[src/rtl/core/qte_pkg.sv]
// qte_pkg: types, constants and arithmetic helpers for quaternion_to_euler.
// No dependencies; used by every file in rtl/core.
package qte_pkg;

  localparam int CORDIC_STEPS = 16;
  localparam int ANG_TAB_LEN  = 24;
  localparam int NSTEPS = (CORDIC_STEPS > ANG_TAB_LEN) ? ANG_TAB_LEN : CORDIC_STEPS;

  localparam int TERM_W = 34;   // matrix terms, Q.28 with headroom
  localparam int VEC_W  = 37;   // CORDIC x/y
  localparam int ANG_W  = 32;   // angle accumulator, 0.01 deg in Q.16
  localparam int SQ_STEPS = 29; // root bits of floor(sqrt(2^56 - s^2))
  localparam int RAD_W  = 2 * SQ_STEPS;
  localparam int REM_W  = SQ_STEPS + 2;

  localparam int FIFO_DEPTH = 4;
  localparam int FIFO_AW    = $clog2(FIFO_DEPTH);

  localparam logic signed [ANG_W-1:0]  ANG_90  = 32'sd589824000;
  localparam logic signed [TERM_W-1:0] ONE_Q28 = 34'sd268435456;
  localparam logic signed [15:0]       LIM_180 = 16'sd18000;
  localparam logic signed [15:0]       LIM_90  = 16'sd9000;

  typedef struct packed {
    logic signed [TERM_W-1:0] a12;
    logic signed [TERM_W-1:0] a22;
    logic signed [TERM_W-1:0] a31;
    logic signed [TERM_W-1:0] a32;
    logic signed [TERM_W-1:0] a33;
  } terms_t;

  typedef struct packed {
    logic full;
    logic empty;
  } fifo_stat_t;

  typedef struct packed {
    terms_t           t;
    logic             pos_sat;
    logic             neg_sat;
    logic [RAD_W-1:0] rad;
    logic [REM_W-1:0] rem;
    logic [SQ_STEPS-1:0] root;
  } sq_t;

  typedef struct packed {
    logic signed [VEC_W-1:0] x;
    logic signed [VEC_W-1:0] y;
    logic signed [ANG_W-1:0] z;
    logic                    zero;
  } lane_t;

  typedef struct packed {
    lane_t yaw;
    lane_t pit;
    lane_t rol;
    logic  pos_sat;
    logic  neg_sat;
  } cd_t;

  function automatic logic signed [ANG_W-1:0] ang_tab(input int i);
    logic signed [ANG_W-1:0] r;
    unique case (i)
      0:  r = 32'sd294912000;
      1:  r = 32'sd174096719;
      2:  r = 32'sd91987925;
      3:  r = 32'sd46694507;
      4:  r = 32'sd23437865;
      5:  r = 32'sd11730358;
      6:  r = 32'sd5866610;
      7:  r = 32'sd2933484;
      8:  r = 32'sd1466764;
      9:  r = 32'sd733385;
      10: r = 32'sd366693;
      11: r = 32'sd183346;
      12: r = 32'sd91673;
      13: r = 32'sd45837;
      14: r = 32'sd22918;
      15: r = 32'sd11459;
      16: r = 32'sd5730;
      17: r = 32'sd2865;
      18: r = 32'sd1432;
      19: r = 32'sd716;
      20: r = 32'sd358;
      21: r = 32'sd179;
      22: r = 32'sd90;
      23: r = 32'sd45;
      default: r = '0;
    endcase
    return r;
  endfunction

  // quadrant fold: left half-plane turned by +/-90 degrees
  function automatic lane_t prerot(input logic signed [VEC_W-1:0] y,
                                   input logic signed [VEC_W-1:0] x);
    lane_t l;
    l.zero = (x == '0) && (y == '0);
    l.x = x;
    l.y = y;
    l.z = '0;
    if (x < 0) begin
      if (y >= 0) begin
        l.x = y;
        l.y = -x;
        l.z = ANG_90;
      end else begin
        l.x = -y;
        l.y = x;
        l.z = -ANG_90;
      end
    end
    return l;
  endfunction

  function automatic lane_t cstep(input lane_t l, input int i);
    lane_t r;
    logic signed [VEC_W-1:0] dx;
    logic signed [VEC_W-1:0] dy;
    dx = l.y >>> i;
    dy = l.x >>> i;
    r = l;
    if (l.y < 0) begin
      r.x = l.x - dx;
      r.y = l.y + dy;
      r.z = l.z - ang_tab(i);
    end else begin
      r.x = l.x + dx;
      r.y = l.y - dy;
      r.z = l.z + ang_tab(i);
    end
    return r;
  endfunction

  // round to nearest (ties up), then clamp to +/-lim; a zero vector gives 0
  function automatic logic signed [15:0] round_clamp(input lane_t l,
                                                     input logic signed [15:0] lim);
    logic signed [ANG_W-1:0] t;
    logic signed [15:0] a;
    t = l.z + 32'sd32768;
    a = 16'(t >>> 16);
    if (l.zero) a = '0;
    else if (a > lim) a = lim;
    else if (a < -lim) a = -lim;
    return a;
  endfunction

endpackage

[src/rtl/core/qte_fifo.sv]
// qte_fifo: short register queue of matrix-term words between front and back.
// Depends on qte_pkg.
module qte_fifo (
  input  logic                 clk_i,
  input  logic                 rst_ni,
  input  logic                 push_i,
  input  qte_pkg::terms_t      data_i,
  input  logic                 pop_i,
  output qte_pkg::terms_t      data_o,
  output qte_pkg::fifo_stat_t  stat_o
);

  qte_pkg::terms_t mem_q [qte_pkg::FIFO_DEPTH];
  logic [qte_pkg::FIFO_AW-1:0] wptr_q, rptr_q;
  logic [qte_pkg::FIFO_AW:0]   cnt_q;

  assign stat_o.full  = (cnt_q == (qte_pkg::FIFO_AW+1)'(qte_pkg::FIFO_DEPTH));
  assign stat_o.empty = (cnt_q == '0);
  assign data_o       = mem_q[rptr_q];

  always_ff @(posedge clk_i or negedge rst_ni) begin
    if (!rst_ni) begin
      wptr_q <= '0;
      rptr_q <= '0;
      cnt_q  <= '0;
    end else begin
      if (push_i) wptr_q <= wptr_q + 1'b1;
      if (pop_i)  rptr_q <= rptr_q + 1'b1;
      if (push_i && !pop_i)      cnt_q <= cnt_q + 1'b1;
      else if (pop_i && !push_i) cnt_q <= cnt_q - 1'b1;
    end
  end

  always_ff @(posedge clk_i) begin
    if (push_i) mem_q[wptr_q] <= data_i;
  end

endmodule

[config.mk]
export PLATFORM = sky130hd
export DESIGN_NAME = qte_fifo
export DESIGN_NICKNAME = d
export VERILOG_FILES = /design/src/rtl/core/qte_pkg.sv /design/src/rtl/core/qte_fifo.sv
export SDC_FILE = /design/constraint.sdc
export NUM_CORES = 1
export LEC_CHECK = 0
export BUFFER_PORTS_ARGS = -buffer_cell sky130_fd_sc_hd__buf_4
export CAP_MARGIN = 10
export CORE_ASPECT_RATIO = 0.7
export CORE_UTILIZATION = 60
export CTS_CLUSTER_DIAMETER = 100
export DETAILED_ROUTE_END_ITERATION = 10
export GPL_ROUTABILITY_DRIVEN = 1
export PLACE_DENSITY = 0.89
export SYNTH_ARGS = -nofsm -noshare
export SYNTH_HDL_FRONTEND = slang
export SYNTH_SLANG_ARGS = --single-unit
[constraint.sdc]
create_clock -name clk_i -period 10.96 [get_ports clk_i]
set_input_delay 2.192 -clock clk_i [delete_from_list [all_inputs] [get_ports clk_i]]
set_output_delay 2.192 -clock clk_i [all_outputs]
set_load 0.005 [all_outputs]
==> impl_metrics.tcl <==
set metrics [dict create \
    synth.area.top_cells "edfxtp_1, mux4_2, dfrtp_1" \
    grt_max_degree 137 \
    arrival_ns 3.60 \
    grt_pass1_vias 12000 \
    worst_pin_slew_ns 1.05 \
    total_power_uw 7900 \
    cts_resized 0 \
    vdd_drop_max_uv 257 \
    synth.avg_cell_area_sq_um 27.0 \
    grt_usage_pct 23.9 \
    cts_sinks 687 \
    vias 11200 \
    ant_nets 0 \
    synth_nets 1102 \
    nNetsFinal 1483 \
    drc 0 \
    start_util_pct 60.8 \
    port_buffers 345 \
    fin_crit_ns 5.79 \
    areaGrowthSynthToFinish_pct 20.1 \
    antenna_found_initial 0 \
    clockBufferDepth 3 \
    hold_class "register to register" \
    drt_iter0_markers 879 \
    synth_top_area_cell "edfxtp_1" \
    hold_violations 0 \
    dr.pass1.iters 4 \
    num_rows 62 \
    overflow 0 \
    die_h_um 172 \
    crit_chain "buf_4, buf_4, mux4_2, buf_4" \
    routedWlPerCell_um 26.8 \
    die_area_sq_um 42300 \
    cts_made_buffers 60 \
    clkPwrFrac_pct 25.1 \
    fin_crit_sh_pct 52.8 \
    pre_cts_ws_ns 5.62 \
    worstPathRequired_ns 8.77 \
    ys_seq_area_share_pct 82.8 \
    crit_path_frequent_cell "buf_4" \
    ioPinCount 346 \
    slew_headroom_pct 30.2 \
    routed_wl_um 50800 \
    final_util_pct 73.0 \
    ys_seq_elements 687 \
    core_area_sq_um 41000 \
    clkTransAtPathRegs_ns 0.07 \
    setup_viol 0 \
    layout_commonest_cell "edfxtp_1" \
    yosysWarnings 0 \
    fin_ws_ns 5.17 \
    cts-root-buf "clkbuf_16" \
    crit_family "buffers and inverters" \
    power_report.internal_total_uw 5730 \
    final_cell_mix "edfxtp_1, buf_4, mux4_2" \
    crit_path_start_kind "register" \
    htreeDepth 2 \
    cts_tree "yes" \
    synth_area_sq_um 24900 \
    postCtsSetupBuffers 0 \
    synth_top_area_share_pct 82.1 \
    cp_num_buf_inv 3 \
    power_density_nw_per_um2 264 \
    cp-end-kind "output pin" \
    p_leak_uw 0.0102 \
    outcome "finished, final reports clean" \
    swShare_pct 27.4 \
    switching_power_uw 2170 \
    postSynthCellCount 922 \
    grt_pass1_wl_um 73200 \
    hpwl_um 30300 \
    max_stage_delay_ns 0.80 \
    cap_violations 0 \
    drive_above_1_share_pct 45.6 \
    yosysUniqueCellTypes 20 \
    setup_tns_ns 0 \
    critPathMaxFanout 42 \
    slowest_stage "dfrtp_4" \
    gp_congestion 0.743 \
    slew_viol_final 0 \
    num_antenna_cells 0 \
    sequentialPowerShare_pct 46.1 \
    rsz0062_at_grt "no" \
    max_freq_mhz 173 \
    crit_type "register to output pin" \
    clk_latency_ns 0.60 \
    cts_hold_repair.buffers 0 \
    combinationalPowerShare_pct 28.7 \
    finalClockSkew_ns 0.0248 \
    drt-vias-per-instance 5.93 \
    die_x_um 245 \
]
[per-layer routing]
metal,vias up,share of wire (%),wire [um],global-route usage [%]
met5,-,0,0,0
met4,0,2.0,1030,6.24
met3,82,7.7,3930,5.68
met2,498,52,26500,40.9
met1,5902,38,19300,31.2
li1,4763,-,-,-
[path summary, 6_finish.rpt]
check | from | endpoint | slack [ns] | cells after the start
min | cnt_q[2]$_DFFE_PN0P_ | cnt_q[2]$_DFFE_PN0P_ | 0.51 | 1
min reg2reg | cnt_q[2]$_DFFE_PN0P_ | cnt_q[2]$_DFFE_PN0P_ | 0.51 | 1
min in group asynchronous | rst_ni | cnt_q[2]$_DFFE_PN0P_ | 1.41 | 1
max in group asynchronous | rst_ni | rptr_q[1]$_DFFE_PN0P_ | 9.39 | 1
max reg2reg | wptr_q[0]$_DFFE_PN0P_ | mem_q[2][94]$_DFFE_PP_ | 7.47 | 5
max | rptr_q[0]$_DFFE_PN0P_ | data_o[95] | 5.17 | 4
[power groups by stage]
stage                     Combinational (uW)  Clock [uW]  Sequential, uW
after floorplan                         1320           0            3640
after global placement                  2250           0            3650
after detailed placement                2300           0            3700
after CTS                               2320        2010            3650
after global routing                    2410        2110            3680
final                                   2270        1990            3640
[cell type report]
type,count,area (sq um)
flip-flops and latches,687,20600
well taps,544,681
clock inverters,38,246
fillers,2212,11100
inverters,4,15.0
multi-input cells,193,4040
clock buffers,74,1600
repair buffers,357,2710
[cells in the mapped netlist, drive strengths merged]
cell type	instances
edfxtp	680
mux4	170
buf	33
dfrtp	7
clkbuf	5
ha	5
and2	4
inv	4
xor2	4
nand2	2
xnor2	2
fa	1
mux2	1
nor2	1
nor3	1
nor3b	1
o21ai	1
[worst reg2reg max path, delay by kind of cell (launching register included)]
kind | cells | cell delay (ns)
adders and majority gates | 1 | 0.15
DFF | 1 | 0.43
and+or+nand+nor | 1 | 0.73
buffers and inverters | 3 | 1.75
[sequential cells by signal (all words and copies together) (netlist names)]
signal  count
cnt_q       3
mem_q     680
rptr_q      2
wptr_q      2
[per-stage QoR]
stage,std cells,instance area [sq um],hold WS [ns]
finish,1897,29900,0.506
global route,1897,29900,0.539
CTS,1897,29900,0.504
detailed placement,1785,28000,0.491
global placement,1785,28000,0.472
floorplan,922,24900,0.456
[cells by family (layout without fill, tap and decap cells)]
group | Yosys count | after routing | synth area share, %
flip-flops | 687 | 687 | 82.8
AND/OR/NAND/NOR | 9 | 9 | 0.196
multiplexers | 171 | 171 | 15.4
buffers and inverters | 42 | 473 | 1.05
XOR/XNOR | 6 | 6 | 0.211
AO/OA/AOI/OAI | 1 | 1 | 0.0201
adder cells (fa/ha/maj) | 6 | 6 | 0.332
Note: power is estimated with default switching activity, not from simulation.
